`src/sv/ipv4ftc_pkg.sv`:
```
// Shared types and constants for the IPv4 flow table counter.
// Used by the front, the command queue, the engine and the top level.
`timescale 1ns / 1ps

package ipv4ftc_pkg;

  // Table geometry. Keys are spread over banks so that one row of banks is
  // compared per cycle during a lookup.
  localparam int TABLE_ENTRIES = 64;
  localparam int ENTRY_W       = $clog2(TABLE_ENTRIES);
  localparam int CNT_W         = $clog2(TABLE_ENTRIES + 1);
  localparam int NUM_BANKS     = 8;
  localparam int BANK_W        = $clog2(NUM_BANKS);
  localparam int ROWS          = TABLE_ENTRIES / NUM_BANKS;
  localparam int ROW_W         = ENTRY_W - BANK_W;
  localparam int ROW_CNT_W     = $clog2(ROWS + 1);

  // Field widths.
  localparam int ADDR_W   = 32;
  localparam int PORT_W   = 16;
  localparam int ETYPE_W  = 16;
  localparam int PROTO_W  = 8;
  localparam int LEN_W    = 16;
  localparam int STATUS_W = 3;
  localparam int PKT_W    = 32;
  localparam int BYTE_W   = 48;
  localparam int KEY_W    = 2 * ADDR_W + 2 * PORT_W;
  localparam int CWORD_W  = PKT_W + BYTE_W;

  // Command queue depth between the front and the engine.
  localparam int QUEUE_DEPTH = 2;
  localparam int QPTR_W      = $clog2(QUEUE_DEPTH);
  localparam int QCNT_W      = $clog2(QUEUE_DEPTH + 1);

  // Header values that qualify a packet.
  localparam logic [ETYPE_W-1:0] ETYPE_IPV4 = 16'h0800;
  localparam logic [PROTO_W-1:0] PROTO_TCP  = 8'd6;
  localparam logic [PROTO_W-1:0] PROTO_UDP  = 8'd17;
  localparam logic [PROTO_W-1:0] PROTO_ZERO = 8'd0;

  // Action codes on the input.
  localparam logic ACT_PACKET = 1'b0;
  localparam logic ACT_READ   = 1'b1;

  typedef enum logic [STATUS_W-1:0] {
    ST_IGNORED    = 3'd0,
    ST_COUNTED    = 3'd1,
    ST_NEW        = 3'd2,
    ST_FULL       = 3'd3,
    ST_READ_OK    = 3'd4,
    ST_READ_EMPTY = 3'd5
  } status_e;

  typedef enum logic [1:0] {
    CMD_IGNORE,
    CMD_PACKET,
    CMD_READ
  } cmd_kind_e;

  // One classified request as it travels from the front to the engine.
  typedef struct packed {
    cmd_kind_e          kind;
    logic [ADDR_W-1:0]  src_addr;
    logic [ADDR_W-1:0]  dst_addr;
    logic [PORT_W-1:0]  src_port;
    logic [PORT_W-1:0]  dst_port;
    logic [LEN_W-1:0]   frame_length;
    logic [ENTRY_W-1:0] read_index;
  } cmd_t;

  typedef enum logic [2:0] {
    ENG_IDLE,
    ENG_SEARCH,
    ENG_CNT_RD,
    ENG_CNT_UPD,
    ENG_RD_ISSUE,
    ENG_RD_DATA,
    ENG_OUT
  } eng_state_e;

endpackage

```
`src/sv/ipv4ftc_queue.sv`:
```
// Short request queue between the front and the engine.
// Depends on ipv4ftc_pkg.
`timescale 1ns / 1ps

module ipv4ftc_queue (
  input  logic              clk_i,
  input  logic              rst_ni,
  input  logic              push_valid_i,
  output logic              push_ready_o,
  input  ipv4ftc_pkg::cmd_t push_cmd_i,
  output logic              pop_valid_o,
  input  logic              pop_ready_i,
  output ipv4ftc_pkg::cmd_t pop_cmd_o
);
  import ipv4ftc_pkg::*;

  cmd_t              mem_q [QUEUE_DEPTH];
  logic [QPTR_W-1:0] wr_ptr_q, wr_ptr_d;
  logic [QPTR_W-1:0] rd_ptr_q, rd_ptr_d;
  logic [QCNT_W-1:0] count_q, count_d;
  logic              do_push, do_pop;

  assign push_ready_o = (count_q != QCNT_W'(QUEUE_DEPTH));
  assign pop_valid_o  = (count_q != '0);
  assign pop_cmd_o    = mem_q[rd_ptr_q];
  assign do_push      = push_valid_i && push_ready_o;
  assign do_pop       = pop_valid_o && pop_ready_i;

  // Pointer and fill-level update.
  always_comb begin
    wr_ptr_d = wr_ptr_q;
    rd_ptr_d = rd_ptr_q;
    count_d  = count_q;
    if (do_push) begin
      wr_ptr_d = (wr_ptr_q == QPTR_W'(QUEUE_DEPTH - 1)) ? '0 : wr_ptr_q + QPTR_W'(1);
    end
    if (do_pop) begin
      rd_ptr_d = (rd_ptr_q == QPTR_W'(QUEUE_DEPTH - 1)) ? '0 : rd_ptr_q + QPTR_W'(1);
    end
    if (do_push && !do_pop) begin
      count_d = count_q + QCNT_W'(1);
    end else if (do_pop && !do_push) begin
      count_d = count_q - QCNT_W'(1);
    end
  end

  always_ff @(posedge clk_i or negedge rst_ni) begin
    if (!rst_ni) begin
      wr_ptr_q <= '0;
      rd_ptr_q <= '0;
      count_q  <= '0;
    end else begin
      wr_ptr_q <= wr_ptr_d;
      rd_ptr_q <= rd_ptr_d;
      count_q  <= count_d;
    end
  end

  // Entry storage.
  always_ff @(posedge clk_i) begin
    if (do_push) begin
      mem_q[wr_ptr_q] <= push_cmd_i;
    end
  end

endmodule

```
`config.mk`:
```
export PLATFORM = sky130hd
export DESIGN_NAME = ipv4ftc_queue
export DESIGN_NICKNAME = d
export VERILOG_FILES = /design/src/sv/ipv4ftc_pkg.sv /design/src/sv/ipv4ftc_queue.sv
export SDC_FILE = /design/constraint.sdc
export NUM_CORES = 1
export LEC_CHECK = 0
export ABC_AREA = 1
export BUFFER_PORTS_ARGS = -buffer_cell sky130_fd_sc_hd__clkbuf_2
export CORE_ASPECT_RATIO = 1.5
export CORE_MARGIN = 3
export CORE_UTILIZATION = 33
export DETAILED_ROUTE_END_ITERATION = 8
export PLACE_DENSITY = 0.54
export SYNTH_ARGS = -nofsm -noshare
export SYNTH_HDL_FRONTEND = slang
export SYNTH_SLANG_ARGS = --single-unit
```
`constraint.sdc`:
```
create_clock -name clk_i -period 7.1 [get_ports clk_i]
set_clock_uncertainty 0.2 [all_clocks]
set_input_delay 1.42 -clock clk_i [delete_from_list [all_inputs] [get_ports clk_i]]
set_output_delay 1.42 -clock clk_i [all_outputs]
set_load 0.02 [all_outputs]
```
==> results of run 1 <==
## per-stage QoR
step / area, sq um / worst slack [ns]
final: 11200 / 2.45
after global routing: 11200 / 2.15
after CTS: 11200 / 2.35
after detailed placement: 10500 / 2.92
after global placement: 10500 / 2.92
after floorplan: 8990 / -0.225
## synth_stat cells (2+ instances only)
| cell | number |
|---|---|
| buf_6 | 11 |
| nand3_1 | 2 |
| buf_4 | 2 |
| dfrtp_1 | 4 |
| buf_2 | 14 |
| edfxtp_1 | 240 |
| nand2_1 | 370 |
| nor2_1 | 2 |
| inv_1 | 6 |
## routing by layer
| metal | wire (microns) | share of wire [%] | global-route usage (%) | vias to the layer above |
|---|---|---|---|---|
| li1 | - | - | - | 2713 |
| met1 | 7170 | 35 | 14.3 | 2631 |
| met2 | 11200 | 54 | 25.1 | 179 |
| met3 | 1270 | 6.2 | 3.29 | 53 |
| met4 | 998 | 4.8 | 6.32 | 4 |
| met5 | 23 | 0.11 | 0 | - |
## cells by family (layout without fill, tap and decap cells)
family | after synthesis | in the layout | synth area share, %
and+or+nand+nor | 375 | 375 | 15.7
xor gates and xnor gates | 2 | 2 | 0.195
adders and majority gates | 1 | 1 | 0.139
DFF | 244 | 244 | 81.3
other | 0 | 3 | 0
buffers and inverters | 34 | 299 | 2.65
## worst reg2reg max path, stage by stage (launching register included)
cell,delay [ns]
dfrtp_1,0.39
inv_1,0.08
nand2_1,0.08
nand2_1,0.19
nor2_4,0.68
buf_4,0.70
## layout make-up
class	count	area [sq um]	share of cell area, %
antenna	3	7.51	0.0669
inverter	7	28.8	0.257
clock inverter	8	60.1	0.536
clock buffer	33	656	5.85
tap	337	422	3.76
multi-input combinational	378	1460	13.0
sequential	244	7310	65.2
timing repair buffer	251	1270	11.3
## state kept, by name, indices dropped and copies added, names as in the netlist
name      flops
wr_ptr_q      1
rd_ptr_q      1
count_q       2
mem_q       240
## worst paths after layout
kind / to / start / slack [ns]
setup / recovery: pop_cmd_o[78] / rd_ptr_q$_DFFE_PN0P_ / 2.45
hold / removal: count_q[1]$_DFFE_PN0P_ / count_q[1]$_DFFE_PN0P_ / 0.29
setup reg to reg: mem_q[0][32]$_DFFE_PP_ / count_q[0]$_DFFE_PN0P_ / 4.35
hold reg to reg: count_q[1]$_DFFE_PN0P_ / count_q[1]$_DFFE_PN0P_ / 0.29
max in group asynchronous: rd_ptr_q$_DFFE_PN0P_ / rst_ni / 6.01
min in group asynchronous: rd_ptr_q$_DFFE_PN0P_ / rst_ni / 0.53
## power by group
part,total (mW),internal (mW),switching (mW)
Combinational,1.71,0.448,1.26
Clock,1.17,0.677,0.493
Sequential,2.09,1.97,0.123
Total,4.98,3.10,1.88
==> run_results.csv, run 1 <==
group,metric,value,unit
setup_path,critical_path_class,"flop to output port",
yosys,yosys.area.top_type_share,80.2,%
floorplanning,dieArea,29300,sq um
outcome,status,"completed",
sta,worst_hold_slack,0.288,ns
clocking,clk_pin_slew,0.06,ns
min_path,hp-class,"flop to flop",
layout,layout_common_cells,"370 x nand2_1, 245 x clkbuf_2, 240 x edfxtp_1",
min_path,hold_depth,2,
global_routing,grt_max_degree,65,
floorplanning,core,26700,sq um
run,cap_violations,0,
yosys,yosys_most_used_dff,"edfxtp_1",
global_routing,grt_usage,13.6,%
setup_path,crit_fanout,62,
setup_path,path_common_cell,"nand2_1",
place,port_buffers,245,
place,gp_congestion,0.798,
layout,layout_commonest_cell,"nand2_1",
layout,n_fill_cell,2538,
sta,timing.final.crit_period,4.65,ns
clocking,clock_latency,0.49,ns
clocking,cts-root-buf,"clkbuf_16",
yosys,yosys.area.top_type,"edfxtp_1",
yosys,synth_area_leaders,"edfxtp_1 80%, nand2_1 15%, buf_6 1.4%",
yosys,synth_cells,656,
setup_path,cp-start-kind,"flop",
sta,fmax,215,MHz
yosys,avgSynthCellArea,13.7,sq um
sta,setup_viol,0,
sta,tns,0,ns
clocking,clockBufferDepth,3,
sta,worst_pin_slew,0.812,ns
drt,vias,5580,
clocking,tritoncts,"built",
drt,vias_per_cell,4.43,
layout,fin_util,42.0,%
global_routing,grt_pass1_vias,5587,
sta,final_max_slew_viol_count,0,
global_routing,grt_pass1_wl,31000,microns
drt,first_pass_iters,4,
clocking,clock_sinks,244,
floorplanning,dieHeight,208,microns
setup_path,endpoint_kind,"output port",
clocking,postCtsSetupBuffers,0,
sta,hold_violations,0,
global_routing,antenna_found_initial,5,
sta,relSlewSlack,45.8,%
yosys,synthesis.area,8990,sq um
drt,drc,0,
layout,area_growth,24.8,%
yosys,yosysWarnings,0,
drt,wl_per_cell,16.4,microns
power,total_power,4.98,mW
yosys,synth-seq-area-share,81.3,%
sta,rsz0062_at_grt,"false",
clocking,numCtsBuffers,24,
clocking,h-tree-depth,1,
clocking,hold_buffers,0,
sta,period_share,65.5,%
place,dp.cells,1217,
floorplanning,row_count,73,
floorplanning,fp.dieW,141,microns
setup_path,crit_arrival,3.03,ns
drt,routed_wl,20600,microns
setup_path,crit_family,"buffers and inverters",
setup_path,cp.buffers_inverters,3,
drt,drt_iter0_drc,304,
setup_path,reg2reg_depth,5,
layout,drive_above_1_share,30.8,%
power,vdd_ir_drop_max,0.220,mV
setup_path,crit_required,5.48,ns
global_routing,grt_overflow,0,
setup_path,max_stage_delay,0.73,ns
layout,fin_cells,1261,
power,power.density,444,nW/um^2
yosys,ys_seq_elements,244,
floorplanning,ios,246,
drt,ant_nets,0,
setup_path,path_depth,5,
setup_path,path_cells,"inv_4 > buf_4 > nand2_1 > nand2_1 > clkbuf_2",
layout,nets,1031,
floorplanning,start_util,33.7,%
yosys,synth-edff-count,240,
place,dp_hpwl,13600,microns
yosys,ys_async_sr_fraction,1.64,%
yosys,syn_nets,781,
yosys,yosysUniqueCellTypes,14,
clocking,ctsResizeCount,0,
power,leakage,4.83,nW
setup_path,critPathSlowestCell,"dfrtp_4",
Power figures use the tool's default switching activity.
==> inputs of run 2 (changes only) <==
--- a/config.mk
+++ b/config.mk
@@ -5,7 +5,7 @@
 export SDC_FILE = /design/constraint.sdc
 export NUM_CORES = 1
 export LEC_CHECK = 0
-export ABC_AREA = 1
+export ABC_AREA = 0
 export BUFFER_PORTS_ARGS = -buffer_cell sky130_fd_sc_hd__clkbuf_2
 export CORE_ASPECT_RATIO = 1.5
 export CORE_MARGIN = 3
==> constraint.sdc (replaced) <==
create_clock -name clk_i -period 4.7 [get_ports clk_i]
set_clock_uncertainty 0.2 [all_clocks]
set_input_delay 0.94 -clock clk_i [delete_from_list [all_inputs] [get_ports clk_i]]
set_output_delay 0.94 -clock clk_i [all_outputs]
set_load 0.02 [all_outputs]
==> run_results.csv, run 2 <==
group,metric,value,unit
layout,area_growth,26.1,%
drt,drc,0,
drt,routed_wl,18500,microns
power,total_power,7.24,mW
drt,met1_length,6070,microns
place,dp.cells,961,
global_routing,grt_overflow,0,
global_routing,grt_pass1_vias,5028,
sta,tns,0,ns
sta,final_max_slew_viol_count,0,
yosys,muxShareOfSynthArea,15.2,%
floorplanning,ios,246,
drt,wl_per_cell,18.5,microns
yosys,yosys.area.top_type,"edfxtp_1",
sta,rsz0062_at_grt,"false",
sta,hold_violations,0,
floorplanning,fp.dieW,140,microns
setup_path,cp-start-kind,"flop",
floorplanning,row_count,72,
global_routing,grt_usage,12.2,%
clocking,numCtsBuffers,24,
yosys,ys_seq_elements,244,
layout,fin_cells,1002,
floorplanning,core,26100,sq um
sta,fmax,285,MHz
run,cap_violations,0,
global_routing,grt_max_degree,67,
layout,stdcell_area,11200,sq um
drt,wl_met2,10800,microns
clocking,clk_pin_slew,0.06,ns
min_path,hp-class,"flop to flop",
setup_path,critical_path_class,"flop to output port",
yosys,synth-seq-area-share,82.3,%
place,port_buffers,245,
clocking,tritoncts,"built",
setup_path,crit_required,3.56,ns
clocking,clock_sinks,244,
yosys,synth_top_family_by_area,"multiplexers",
power,vdd_ir_drop_max,0.307,mV
drt,ant_nets,0,
place,place_area,10500,sq um
layout,biggestRegsByFlops,"mem_q: 240 flops, count_q: 2 flops",
layout,drive_above_1_share,60.3,%
setup_path,crit_arrival,2.37,ns
yosys,synth_cells,391,
power,leakage,4.20,nW
place,dp_hpwl,12800,microns
drt,first_pass_iters,4,
drt,vias,4518,
outcome,status,"completed",
power,power.density,647,nW/um^2
sta,timing.final.crit_period,3.51,ns
yosys,synth_xor_area_share,0.493,%
yosys,avgSynthCellArea,22.7,sq um
sta,relSlewSlack,37.2,%
yosys,yosysMostFrequentCell,"edfxtp_1",
clocking,cts-root-buf,"clkbuf_16",
yosys,synth-edff-count,240,
layout,layout_common_cells,"245 x clkbuf_2, 240 x edfxtp_1, 120 x mux2_2",
sta,period_share,74.7,%
layout,n_fill_cell,2371,
drt,drt_iter0_drc,152,
drt,routed-wl-met3,1140,microns
yosys,synth_area_leaders,"edfxtp_1 81%, mux2_2 15%, buf_6 1.1%",
yosys,synth_compound_area_share,0,%
yosys,yosys_most_used_dff,"edfxtp_1",
layout,layout_commonest_cell,"clkbuf_2",
floorplanning,start_util,34.0,%
place,gp_congestion,0.755,
floorplanning,dieArea,28900,sq um
yosys,ys_async_sr_fraction,1.64,%
yosys,synthAdderAreaFrac,0.141,%
sta,setup_viol,0,
global_routing,antenna_found_initial,2,
global_routing,grt_pass1_wl,27500,microns
yosys,synth_simple_gate_area_share,0.381,%
clocking,clockBufferDepth,3,
drt,top_layer_used,"met5",
drt,vias_per_cell,4.51,
yosys,yosys.area.top_type_share,81.2,%
yosys,yosysUniqueCellTypes,15,
layout,nets,780,
yosys,synth_common_cells,"240 x edfxtp_1, 120 x mux2_2, 9 x buf_6, 4 x dfrtp_1",
sta,worst_pin_slew,0.943,ns
layout,largest_register,"mem_q",
clocking,h-tree-depth,1,
setup_path,endpoint_kind,"output port",
yosys,synthesis.area,8880,sq um
floorplanning,dieHeight,207,microns
setup_path,crit_fanout,46,
layout,largest_register_ffs,240,
yosys,yosysWarnings,0,
clocking,ctsResizeCount,0,
yosys,syn_nets,516,
sta,worst_hold_slack,0.301,ns
clocking,clock_latency,0.50,ns
==> run 2: final cells by class <==
| class | count | area (sq um) | share of cell area (%) |
|---|---|---|---|
| well taps | 333 | 417 | 3.72 |
| clock inverters | 10 | 67.6 | 0.604 |
| diodes | 1 | 2.50 | 0.0224 |
| flip-flops and latches | 244 | 7310 | 65.3 |
| multi-input cells | 133 | 1450 | 13.0 |
| repair buffers | 251 | 1300 | 11.6 |
| inverters | 1 | 3.75 | 0.0335 |
| clock buffers | 29 | 641 | 5.72 |
==> run 2: power breakdown <==
part | total (mW) | switching [mW] | internal [mW] | leakage (nW)
clock | 1.75 | 0.742 | 1.01 | 0.348
combinational | 2.32 | 1.42 | 0.896 | 1.58
sequential | 3.17 | 0.191 | 2.98 | 2.28
==> run 2: cell families after synthesis <==
group / Yosys count
buffers and inverters: 14
XOR/XNOR: 5
multiplexers: 120
adder cells (fa/ha/maj): 1
AND/OR/NAND/NOR: 7
flip-flops: 244
==> run 2: repair_timing <==
item                                   4_1_cts  5_1_grt
buffers inserted                             0        0
endpoints found under the hold margin        4        0
hold buffers                                 1        0
==> run 2: final timing paths <==
| check | end | start | cells after the start | slack [ns] |
|---|---|---|---|---|
| min in group asynchronous | rd_ptr_q$_DFFE_PN0P_ | rst_ni | 2 | 0.61 |
| max in group asynchronous | rd_ptr_q$_DFFE_PN0P_ | rst_ni | 2 | 3.55 |
| hold / removal | count_q[1]$_DFFE_PN0P_ | count_q[1]$_DFFE_PN0P_ | 1 | 0.30 |
| hold reg to reg | count_q[1]$_DFFE_PN0P_ | count_q[1]$_DFFE_PN0P_ | 1 | 0.30 |
| setup reg to reg | mem_q[1][20]$_DFFE_PP_ | count_q[0]$_DFFE_PN0P_ | 3 | 2.37 |
| setup / recovery | pop_cmd_o[110] | rd_ptr_q$_DFFE_PN0P_ | 3 | 1.19 |
==> run 2: metal layers <==
metal  GRT usage [%]  up-vias
met5               0        -
met4            4.16        2
met3            2.63       33
met2            24.4      164
met1            12.4     2245
li1                -     2074
==> run 2: through the flow <==
step	util, %	setup slack (ns)
floorplan	-	0.264
global placement	40.1	1.73
detailed placement	40.1	1.69
CTS	42.8	1.13
global route	42.8	1.07
finish	42.8	1.19
==> run 2: worst max-delay path: stages (launching register included) <==
cell      delay (ns)
dfrtp_4         0.85
buf_4           0.41
mux2_2          0.39
clkbuf_2        0.16
