File: config.mk
export PLATFORM = sky130hd
export DESIGN_NAME = ipv4ftc_front
export DESIGN_NICKNAME = d
export VERILOG_FILES = /design/src/sv/ipv4ftc_pkg.sv /design/src/sv/ipv4ftc_front.sv
export SDC_FILE = /design/constraint.sdc
export NUM_CORES = 1
export LEC_CHECK = 0
export BUFFER_PORTS_ARGS = -buffer_cell sky130_fd_sc_hd__buf_2
export CAP_MARGIN = 10
export CELL_PAD_IN_SITES_DETAIL_PLACEMENT = 1
export CELL_PAD_IN_SITES_GLOBAL_PLACEMENT = 2
export CORE_UTILIZATION = 26
export CTS_CLUSTER_SIZE = 14
export DETAILED_ROUTE_END_ITERATION = 8
export PLACE_DENSITY_LB_ADDON = 0.1
export SYNTH_ARGS = -nofsm -noshare
export SYNTH_HDL_FRONTEND = slang
export SYNTH_SLANG_ARGS = --single-unit
File: constraint.sdc
create_clock -name clk_i -period 4.1 [get_ports clk_i]
set_clock_uncertainty 0.05 [all_clocks]
set_input_delay 0.41 -clock clk_i [delete_from_list [all_inputs] [get_ports clk_i]]
set_output_delay 0.41 -clock clk_i [all_outputs]
set_load 0.02 [all_outputs]
File: src/sv/ipv4ftc_pkg.sv
// Shared types and constants for the IPv4 flow table counter.
// Used by the front, the command queue, the engine and the top level.
`timescale 1ns / 1ps

package ipv4ftc_pkg;

  // Table geometry. Keys are spread over banks so that one row of banks is
  // compared per cycle during a lookup.
  localparam int TABLE_ENTRIES = 64;
  localparam int ENTRY_W       = $clog2(TABLE_ENTRIES);
  localparam int CNT_W         = $clog2(TABLE_ENTRIES + 1);
  localparam int NUM_BANKS     = 8;
  localparam int BANK_W        = $clog2(NUM_BANKS);
  localparam int ROWS          = TABLE_ENTRIES / NUM_BANKS;
  localparam int ROW_W         = ENTRY_W - BANK_W;
  localparam int ROW_CNT_W     = $clog2(ROWS + 1);

  // Field widths.
  localparam int ADDR_W   = 32;
  localparam int PORT_W   = 16;
  localparam int ETYPE_W  = 16;
  localparam int PROTO_W  = 8;
  localparam int LEN_W    = 16;
  localparam int STATUS_W = 3;
  localparam int PKT_W    = 32;
  localparam int BYTE_W   = 48;
  localparam int KEY_W    = 2 * ADDR_W + 2 * PORT_W;
  localparam int CWORD_W  = PKT_W + BYTE_W;

  // Command queue depth between the front and the engine.
  localparam int QUEUE_DEPTH = 2;
  localparam int QPTR_W      = $clog2(QUEUE_DEPTH);
  localparam int QCNT_W      = $clog2(QUEUE_DEPTH + 1);

  // Header values that qualify a packet.
  localparam logic [ETYPE_W-1:0] ETYPE_IPV4 = 16'h0800;
  localparam logic [PROTO_W-1:0] PROTO_TCP  = 8'd6;
  localparam logic [PROTO_W-1:0] PROTO_UDP  = 8'd17;
  localparam logic [PROTO_W-1:0] PROTO_ZERO = 8'd0;

  // Action codes on the input.
  localparam logic ACT_PACKET = 1'b0;
  localparam logic ACT_READ   = 1'b1;

  typedef enum logic [STATUS_W-1:0] {
    ST_IGNORED    = 3'd0,
    ST_COUNTED    = 3'd1,
    ST_NEW        = 3'd2,
    ST_FULL       = 3'd3,
    ST_READ_OK    = 3'd4,
    ST_READ_EMPTY = 3'd5
  } status_e;

  typedef enum logic [1:0] {
    CMD_IGNORE,
    CMD_PACKET,
    CMD_READ
  } cmd_kind_e;

  // One classified request as it travels from the front to the engine.
  typedef struct packed {
    cmd_kind_e          kind;
    logic [ADDR_W-1:0]  src_addr;
    logic [ADDR_W-1:0]  dst_addr;
    logic [PORT_W-1:0]  src_port;
    logic [PORT_W-1:0]  dst_port;
    logic [LEN_W-1:0]   frame_length;
    logic [ENTRY_W-1:0] read_index;
  } cmd_t;

  typedef enum logic [2:0] {
    ENG_IDLE,
    ENG_SEARCH,
    ENG_CNT_RD,
    ENG_CNT_UPD,
    ENG_RD_ISSUE,
    ENG_RD_DATA,
    ENG_OUT
  } eng_state_e;

endpackage

File: src/sv/ipv4ftc_front.sv
// Input stage: accepts a request, classifies it and holds it for the queue.
// Depends on ipv4ftc_pkg.
`timescale 1ns / 1ps

module ipv4ftc_front (
  input  logic                           clk_i,
  input  logic                           rst_ni,
  input  logic                           in_valid_i,
  output logic                           in_ready_o,
  input  logic                           action_i,
  input  logic [ipv4ftc_pkg::ETYPE_W-1:0] ether_type_i,
  input  logic [ipv4ftc_pkg::PROTO_W-1:0] ip_protocol_i,
  input  logic [ipv4ftc_pkg::ADDR_W-1:0]  src_addr_i,
  input  logic [ipv4ftc_pkg::ADDR_W-1:0]  dst_addr_i,
  input  logic [ipv4ftc_pkg::PORT_W-1:0]  src_port_i,
  input  logic [ipv4ftc_pkg::PORT_W-1:0]  dst_port_i,
  input  logic [ipv4ftc_pkg::LEN_W-1:0]   frame_length_i,
  input  logic [ipv4ftc_pkg::ENTRY_W-1:0] read_index_i,
  output logic                           push_valid_o,
  input  logic                           push_ready_i,
  output ipv4ftc_pkg::cmd_t              push_cmd_o
);
  import ipv4ftc_pkg::*;

  logic      hold_q, hold_d;
  cmd_t      cmd_q, cmd_new;
  logic      accept;
  logic      proto_ok;

  // Classify the incoming request.
  always_comb begin
    proto_ok = (ip_protocol_i == PROTO_TCP) || (ip_protocol_i == PROTO_UDP) ||
               (ip_protocol_i == PROTO_ZERO);
    cmd_new.src_addr     = src_addr_i;
    cmd_new.dst_addr     = dst_addr_i;
    cmd_new.src_port     = src_port_i;
    cmd_new.dst_port     = dst_port_i;
    cmd_new.frame_length = frame_length_i;
    cmd_new.read_index   = read_index_i;
    if (action_i == ACT_READ) begin
      cmd_new.kind = CMD_READ;
    end else if ((ether_type_i == ETYPE_IPV4) && proto_ok) begin
      cmd_new.kind = CMD_PACKET;
    end else begin
      cmd_new.kind = CMD_IGNORE;
    end
  end

  // The holding register frees as soon as the queue takes its request.
  assign in_ready_o   = !hold_q || push_ready_i;
  assign accept       = in_valid_i && in_ready_o;
  assign push_valid_o = hold_q;
  assign push_cmd_o   = cmd_q;

  always_comb begin
    hold_d = hold_q;
    if (accept) begin
      hold_d = 1'b1;
    end else if (push_ready_i) begin
      hold_d = 1'b0;
    end
  end

  always_ff @(posedge clk_i or negedge rst_ni) begin
    if (!rst_ni) begin
      hold_q <= 1'b0;
    end else begin
      hold_q <= hold_d;
    end
  end

  always_ff @(posedge clk_i) begin
    if (accept) begin
      cmd_q <= cmd_new;
    end
  end

endmodule

==> run metrics, run 1 <==
outcome finished clean; ANT cells 0; critical path arrival between 1.5 and 2 ns; CTS sink count about 120; row cnt 43; initial antenna violation count 1; Max Slew Vio Count 0; Synth Warn # 0; slew margin rel. between 50% and 60%; TritonRoute pass-1 iters 4; placed cell count just under 600; synthesized instance count ~140; IR drop worst, VDD ~0.24 mV; synth unique cells 12; # IOs roughly 270; Filler cells 1484; Worst-Skew Late Latency roughly 0.40 ns; final setup fails 0; crit share post-route 39.8%; syn nets 284; post-route ant nets 0; die width around 120 um; required time of the critical path 4.08 ns; clock slew seen by the registers of the worst setup and hold paths ~0.050 ns; MaxCap Viol Count 0; # port buffers between 200 and 300; Syn Area/Cell about 27 um2; crit start category register; Post-DP HPWL between 7 and 8 mm; H-tree Lvls 4; Starting Density a little over a quarter; total power roughly 3.2 mW; area grow syn2layout 57.8%; Die Ht 122 um; CTS tree built; shortest period the worst path allows 1.63 ns; sequential cell area fraction in the yosys report 96.9%; number of vias per cell 3.95; RSZ-0062 raised after global routing false; nets 573; Core ar. approximately 14000 um2; leakage 2.52 nW; wire per inst around 16 um; Pwr Density around 530 nW/um2; PnR worst setup slack between 2 and 2.5 ns; DR iter-0 viols ~120; global-route wire length before repair 13.5 mm; number of synthesized register bits between 100 and 150; critical setup path kind reg2reg; GRT Total Usage roughly an eighth; storage element area between 3000 and 4000 um2; die area approximately 15000 um2; Multi-input gate area 120 um2; largest net degree at the start of global routing roughly 120; placed cell area approximately 5300 um2; share of cells above drive strength 1 approximately 68%; routability cong. between 0.6 and 0.7; fmax 613 MHz; hold crit path type in2reg; GR Overflow Total 0; non-filler cells, final between 600 and 700; final setup TNS 0 ns; Routed WL just under 10 mm; Worst Tran Pin Value approximately 0.7 ns; total CTS buffers 17; clk root buf clkbuf_16; via count between 2000 and 2500; crit path max fanout 120; vias in the first global route about 2600; post-CTS setup buffers 0; Worst Setup Slack post-DPL about 2.3 ns; Clock Tree Buf Depth 2; endpoints failing hold 0; Critical Path End Type register; cell area after synthesis 3750 um2; Finished Cell Area just under 6000 um2; # DRC 0
## timing repair
action | 4_1_cts | 5_1_grt
endpoints found under the hold margin | 1 | 0
setup endpoints to repair | 0 | 0
hold buffers | 1 | 0
resized for setup | 0 | 0
## flip-flops by register name, indices dropped and copies added (netlist names)
register	cells
push_valid_o	1
push_cmd_o	120
## routing by layer
layer | global-route usage, % | vias up | share of wire, %
met2 | 22.1 | 158 | 53
met3 | 8.10 | 6 | 13
met5 | 0 | - | 0
li1 | - | 1140 | -
met1 | 11.8 | 1139 | 33
met4 | 5.71 | 0 | 0.67
## where the power goes
group	internal (mW)	switching (mW)	total, mW
clock network	0.943	0.491	1.43
logic	0.0971	0.162	0.259
registers	1.45	0.0141	1.46
total	2.49	0.667	3.15
## worst paths after layout
kind                                     startpoint  slack (ns)                         to  depth (start not counted)
setup reg to reg           push_valid_o$_DFFE_PN0P_        2.47    push_cmd_o[7]$_DFFE_PP_                          3
setup / recovery           push_valid_o$_DFFE_PN0P_        2.47    push_cmd_o[7]$_DFFE_PP_                          3
hold / removal                       src_addr_i[29]        0.13  push_cmd_o[115]$_DFFE_PP_                          1
min in group asynchronous                    rst_ni        0.26   push_valid_o$_DFFE_PN0P_                          2
max in group asynchronous                    rst_ni        3.65   push_valid_o$_DFFE_PN0P_                          2
hold reg to reg            push_valid_o$_DFFE_PN0P_        0.48   push_valid_o$_DFFE_PN0P_                          2
## cell type report
cell class / count / share of cell area, %
timing repair buffer: 270 / 23.2
multi-input combinational: 16 / 2.03
clock inverter: 10 / 2.16
tap: 180 / 3.81
sequential: 121 / 61.4
clock buffer: 21 / 7.45
## worst max-delay path: stages (launching register included)
cell,delay (ns)
dfrtp_1,0.37
nand2b_1,0.11
and2_4,0.16
buf_12,0.40
## cells by family (layout without fill, tap and decap cells)
family	Yosys count	after routing	share of synthesized area, %
buffers and inverters	0	301	0
flip-flops	121	121	96.9
AO/OA/AOI/OAI	1	1	0.234
AND/OR/NAND/NOR	14	14	2.67
XOR/XNOR	1	1	0.234
## placed cells by master (no fill, tap or decap), drive strengths merged
cell         instances
and2                 1
xor2                 1
nor3                 2
dfrtp                1
nand3                1
nor4                 3
nor4b                1
clkbuf              21
buf                269
dlygate4sd3          1
a2bb2oi              1
edfxtp             120
clkinvlp             2
nand2b               3
clkinv               5
nor2                 2
bufinv               3
nand4                1
## metrics by stage
step	hold WS, ns	util (%)
2_1_floorplan	0.0644	-
3_3_place_gp	0.136	38.1
3_5_place_dp	0.140	38.1
4_1_cts	0.102	42.3
5_1_grt	0.0996	42.3
6_report	0.126	42.3
## cells in the mapped netlist
cell	count	area, um2
nand3_1	1	5.00
nor2_1	2	7.51
nor4_2	3	37.5
a2bb2oi_1	1	8.76
dfrtp_1	1	25.0
nand4_1	1	6.26
edfxtp_1	120	3600
nor3_1	2	10.0
xor2_1	1	8.76
nor4b_1	1	8.76
and2_1	1	6.26
nand2b_1	3	18.8
Note: power is estimated with default switching activity, not from simulation.
==> run 2: changes to the inputs <==
Settings changed: ABC_AREA set to 1, CORE_UTILIZATION 26 to 25.
Clock period 4.1 ns to 1.58 ns, I/O delays scaled along.
==> run 2 against run 1 <==
The flow now finishes with violations (DRC); synthesized area up 0.90%; fmax up 15%; non-clock buffer count up 123; hold slack better by 0.0067 ns; cell count up 24%; global-route usage up 3.5 points; critical path type unchanged.
==> run metrics, run 2 <==
final setup fails 0 (unchanged); nets 720 (+26%); die area 15600 um2 (+4.9%); leakage 3.15 nW (+25%); compound-gate portion of the synthesized area 0.132% (-0.10 points); IR drop worst, VDD 0.797 mV (+230%); top cells by count, synth edfxtp_1, nand2_1, nor2_1, inv_1; number of synthesized register bits 121 (unchanged); die width 125 um (+2.4%); TritonRoute pass-1 iters 6 (+2); crit start category register; Post-CTS Resized 0 (unchanged); Synth Warn # 0 (unchanged); crit path max fanout 64 (-47%); Clock Tree Buf Depth 2 (unchanged); synth unique cells 6 (-6); number of vias per cell 3.98 (+0.63%); top_reg_cell synth edfxtp_1; critical path arrival 1.43 ns (-0.18 ns); # IOs 269 (unchanged); Syn Area/Cell 23.5 um2 (-14%); # DRC 38 (+38); Largest register FFs 120 (unchanged); shortest period the worst path allows 1.41 ns (-0.218 ns); Pwr Density 1230 nW/um2 (+130%); post-route ant nets 0 (unchanged); area grow syn2layout 92.2%; Crit-path slowest cell dfrtp_2; ANT cells 0 (unchanged); post-synthesis mux area share 0% (unchanged); via count 3059 (+25%); final setup TNS 0 ns (unchanged); outcome finished, violations left; slew margin rel. 76.5% (+23 points); RSZ-0062 raised after global routing false; GRT Total Usage 16.3% (+3.5 points); critical setup path kind reg2reg; total CTS buffers 17 (unchanged); most frequent cell after synthesis edfxtp_1; Post-DP HPWL 7.94 mm (+9.3%); Max Slew Vio Count 0 (unchanged); failing checks DRC; Starting Density 25.8% (-0.97 points); required time of the critical path 1.60 ns (-2.48 ns); most frequent cells in the layout buf_2, dlygate4sd3_1, edfxtp_1, nand2_1, clkbuf_16; Worst-Skew Late Latency 0.41 ns (about the same); worst-path cell chain a21oi_4 -> buf_12; # port buffers 268 (unchanged); placed cell count 615 (+4.9%); syn nets 308 (+8.5%); non-filler cells, final 769 (+24%); post-CTS setup buffers 0 (unchanged); initial antenna violation count 0 (-1); hold crit path type in2reg; row cnt 44 (+2.3%); commonest non-fill, non-tap cell in the layout buf_2; fmax 707 MHz (+15%); sequential cell area fraction in the yosys report 96.0% (-0.87 points); synthesized instance count 161 (+18%); Core ar. 14600 um2 (+4.7%); Synth Area in Adders 0% (unchanged); clk root buf clkbuf_16; Synth async-reset ratio 0.826% (unchanged); clock slew seen by the registers of the worst setup and hold paths 0.06 ns (about the same); global-route wire length before repair 18.7 mm (+39%); Worst path max stage delay 0.43 ns (+0.03 ns); cell area after synthesis 3780 um2 (+0.90%); XOR/XNOR Fraction of Synth Area 0% (-0.23 points); wire per inst 16.0 um (+2.3%); GR Overflow Total 0 (unchanged); largest area contributor in the netlist edfxtp_1; endpoints failing hold 0 (unchanged); Yosys top cell area share 95.3% (-0.86 points); Worst Tran Pin Value 0.352 ns (-0.347 ns); routability cong. 0.725 (+4.7%); largest family of logic cells by synthesized area simple AND/OR/NAND/NOR gates; largest net degree at the start of global routing 65 (-46%); Routed WL 12.3 mm (+27%); Die Ht 125 um (+2.4%); number of synthesized flops with an enable pin 120 (unchanged); post-synthesis simple-gate area fraction 3.08% (+0.41 points); share of cells above drive strength 1 51.6% (-16 points); DR iter-0 viols 194 (+69%); Critical Path End Type register; crit share post-route 89.5% (+50 points); vias in the first global route 3405 (+31%); H-tree Lvls 4 (unchanged); MaxCap Viol Count 0 (unchanged); CTS tree built; CTS sink count 121 (unchanged); dominant cells by area after synthesis edfxtp_1, nand2_1, nor2_1, inv_1, dfrtp_1
## run 2: stage by stage
stage / instance area, um2 / utilization [%] / worst slack (ns) / power, mW / hold slack, ns
finish: 7260 / 49.6 / 0.165 / 8.90 / 0.133
global route: 7260 / 49.6 / 0.106 / 9.21 / 0.146
CTS: 7260 / 49.6 / 0.160 / 8.99 / 0.124
detailed placement: 5400 / 36.9 / 0.176 / 4.55 / -0.110
global placement: 5400 / 36.9 / 0.194 / 4.54 / -0.115
floorplan: 3790 / - / -1.37 / 4.17 / -0.188
## run 2: final timing paths
kind | depth (start not counted) | start | endpoint | slack (ns)
worst min-delay path | 6 | ether_type_i[12] | push_cmd_o[118]$_SDFFCE_PP0P_ | 0.13
worst min register to register | 2 | push_valid_o$_DFFE_PN0P_ | push_cmd_o[27]$_DFFE_PP_ | 0.83
worst max register to register | 2 | push_valid_o$_DFFE_PN0P_ | push_cmd_o[59]$_DFFE_PP_ | 0.17
worst max-delay path | 2 | push_valid_o$_DFFE_PN0P_ | push_cmd_o[59]$_DFFE_PP_ | 0.17
min in group asynchronous | 3 | rst_ni | push_valid_o$_DFFE_PN0P_ | 0.54
max in group asynchronous | 3 | rst_ni | push_valid_o$_DFFE_PN0P_ | 0.82
## run 2: critical path: cells and delay by family (launching register included)
family                 cells  cell delay, ns
AO/OA/AOI/OAI              1            0.22
buffers and inverters      1            0.33
flip-flops                 1            0.43
## run 2: cell families (layout without fill, tap and decap cells)
logic type / count (synthesis) / in the layout
buffers and inverters: 8 / 432
DFF: 121 / 121
and+or+nand+nor: 31 / 31
AOI/OAI and AO/OA: 1 / 1
## run 2: layout make-up
type,count,area [um2]
inverter,8,30.0
clock inverter,14,204
clock buffer,17,425
timing repair buffer,393,2610
tap,184,230
sequential,121,3630
fill,1529,7380
multi-input combinational,32,133
## run 2: metal layers
| layer | share of wire (%) | vias up | global-route usage [%] |
|---|---|---|---|
| met5 | 0 | - | 0 |
| met4 | 2.6 | 0 | 8.39 |
| met3 | 10 | 21 | 7.45 |
| met2 | 52 | 182 | 28.6 |
| met1 | 36 | 1421 | 16.3 |
| li1 | - | 1435 | - |
## run 2: what timing repair did
action                                 in CTS  in global routing
endpoints found under the hold margin     121                  0
setup endpoints to repair                   0                  0
hold buffers                              123                  0
## run 2: report_power, final
part | switching, mW | internal [mW]
clock network | 1.40 | 2.77
logic | 0.489 | 0.456
registers | 0.0425 | 3.75
==> run 3: changes to the inputs <==
Settings changed: CORE_ASPECT_RATIO set to 0.75.
==> run 3 against run 2 <==
The flow now finishes without violations; non-clock buffer count grew 5; sequential share of layout area shrank 0.51 points; count of clock-buffer cells in the layout grew 2; setup slack gained 0.030 ns; hold slack lost 0.0074 ns; design area grew 1.0%; critical endpoint is now push_cmd_o[52]$_DFFE_PP_; via count is essentially flat.
==> run metrics, run 3 (synthesis results as in run 2) <==
outcome finished clean; TritonRoute pass-1 iters 6 (unchanged); Core ar. 14600 um2 (-0.32%); initial antenna violation count 0 (unchanged); global-route wire length before repair 18.1 mm (-3.5%); non-filler cells, final 791 (+2.9%); share of cells above drive strength 1 51.3% (-0.35 points); clock power share 45.5% (-1.3 points); Worst-Skew Late Latency 0.40 ns (about the same); routability cong. 0.720 (-0.68%); # DRC 0 (-100%); shortest period the worst path allows 1.38 ns (-0.0300 ns); final setup fails 0 (unchanged); CTS sink count 121 (unchanged); IR drop worst, VDD 0.708 mV (-11%); Die Ht 108 um (-13%); hold crit path type in2reg; post-CTS setup buffers 0 (unchanged); Worst Tran Pin Value 0.375 ns (+0.0224 ns); Filler cells 1527 (-0.13%); GRT Total Usage 16.3% (-0.042 points); leakage 3.16 nW (+0.46%); die width 144 um (+15%); total power 8.75 mW (-1.7%); Starting Density 25.9% (+0.084 points); die area 15600 um2 (about the same); sequential share of power 43.3% (+0.7 points); most frequent cells in the layout buf_2, dlygate4sd3_1, edfxtp_1, nand2_1, clkbuf_16; Routed WL 12.5 mm (+1.8%); DR iter-0 viols 85 (-56%); crit share post-route 87.6% (-1.9 points); critical setup path kind reg2reg; Critical Path End Type register; clock slew seen by the registers of the worst setup and hold paths 0.05 ns (about the same); Max Slew Vio Count 0 (unchanged); total CTS buffers 17 (unchanged); Clock Tree Buf Depth 2 (unchanged); Cell Int Power 6.85 mW (-1.8%); crit path max fanout 28 (-56%); RSZ-0062 raised after global routing false; row cnt 38 (-14%); placed cell count 636 (+3.4%); Post-DP HPWL 8.78 mm (+11%); fmax 722 MHz (+2.2%); area grow syn2layout 94.2%; combinational share of power 11.2% (+0.6 points); sw power 1.90 mW (-1.2%); vias in the first global route 3267 (-4.1%); H-tree Lvls 4 (unchanged); number of vias per cell 3.87 (-2.8%); CTS tree built; wire per inst 15.8 um (-1.0%); clk root buf clkbuf_16; # IOs 269 (unchanged); Worst Hold Depth 6 (unchanged); nets 725 (+0.69%); endpoints failing hold 0 (unchanged); commonest non-fill, non-tap cell in the layout buf_2; required time of the critical path 1.60 ns (about the same); switch share 21.7% (+0.10 points); ANT cells 0 (unchanged); Largest register FFs 120 (unchanged); GR Overflow Total 0 (unchanged); MaxCap Viol Count 0 (unchanged); critical path arrival 1.41 ns (-0.02 ns); largest net degree at the start of global routing 29 (-55%); # port buffers 268 (unchanged); crit start category register; slew margin rel. 75.0% (-1.5 points); post-route ant nets 0 (unchanged); via count 3058 (-0.033%); Pwr Density 1190 nW/um2 (-2.7%); R2R cell count 2 (unchanged)
==> run 3: cell count changes in the layout (fill, tap and decap cells not counted) <==
cell	previous run	this run
clkinv_2	5	0
buf_12	2	5
clkinv_1	1	4
buf_4	0	2
clkbuf_1	0	2
bufinv_16	5	4
clkinv_4	1	2
clkinvlp_4	1	2
==> run 3: critical path, stage by stage (launching register included) <==
cell     delay (ns)
dfrtp_2        0.43
a21oi_4        0.19
buf_4          0.37
==> run 3: repair_timing <==
action | in CTS | in global routing
hold buffers | 123 | 0
gates resized for setup | 0 | 0
endpoints found under the setup margin | 0 | 0
hold endpoints to repair | 121 | 0
==> run 3: worst paths after layout <==
| check | from | end | slack [ns] |
|---|---|---|---|
| max reg2reg | push_valid_o$_DFFE_PN0P_ | push_cmd_o[52]$_DFFE_PP_ | 0.20 |
| min reg2reg | push_valid_o$_DFFE_PN0P_ | push_cmd_o[7]$_DFFE_PP_ | 0.75 |
| max in group asynchronous | rst_ni | push_valid_o$_DFFE_PN0P_ | 0.82 |
| min | ether_type_i[10] | push_cmd_o[118]$_SDFFCE_PP0P_ | 0.13 |
| max | push_valid_o$_DFFE_PN0P_ | push_cmd_o[52]$_DFFE_PP_ | 0.20 |
| min in group asynchronous | rst_ni | push_valid_o$_DFFE_PN0P_ | 0.54 |
==> run 3: power by group through the flow <==
stage	clock network, mW	logic [mW]	registers (mW)
2_1_floorplan	0	0.0798	4.09
3_3_place_gp	0	0.726	3.85
3_5_place_dp	0	0.735	3.86
4_1_cts	4.09	0.985	3.79
5_1_grt	4.21	1.04	3.81
6_report	3.98	0.977	3.79
==> run 3: layer usage <==
metal | track usage, % | routed length (um) | part of all wire, % | up-vias
li1 | - | - | - | 1448
met1 | 17.2 | 4810 | 38 | 1454
met2 | 28.9 | 6520 | 52 | 145
met3 | 5.80 | 991 | 7.9 | 11
met4 | 7.98 | 192 | 1.5 | 0
met5 | 0 | 0 | 0 | -
==> run 3: area by class of cell <==
class	instances	area [um2]	share of cell area, %
Timing Repair Buffer	398	2690	36.6
Tap cell	200	250	3.41
Clock buffer	19	433	5.90
Multi-Input combinational cell	32	133	1.81
Inverter	8	30.0	0.409
Sequential cell	121	3630	49.5
Clock inverter	13	176	2.40
==> run 3: metrics by stage <==
| step | setup TNS [ns] | hold WS [ns] | cell area [um2] | utilization [%] | worst slack, ns |
|---|---|---|---|---|---|
| final | 0 | 0.125 | 7340 | 50.3 | 0.195 |
| after global routing | 0 | 0.178 | 7340 | 50.3 | 0.145 |
| after CTS | 0 | 0.111 | 7340 | 50.3 | 0.186 |
| after detailed placement | 0 | -0.113 | 5500 | 37.7 | 0.195 |
| after global placement | 0 | -0.115 | 5500 | 37.7 | 0.207 |
| after floorplan | -164.52 | -0.188 | 3790 | - | -1.37 |
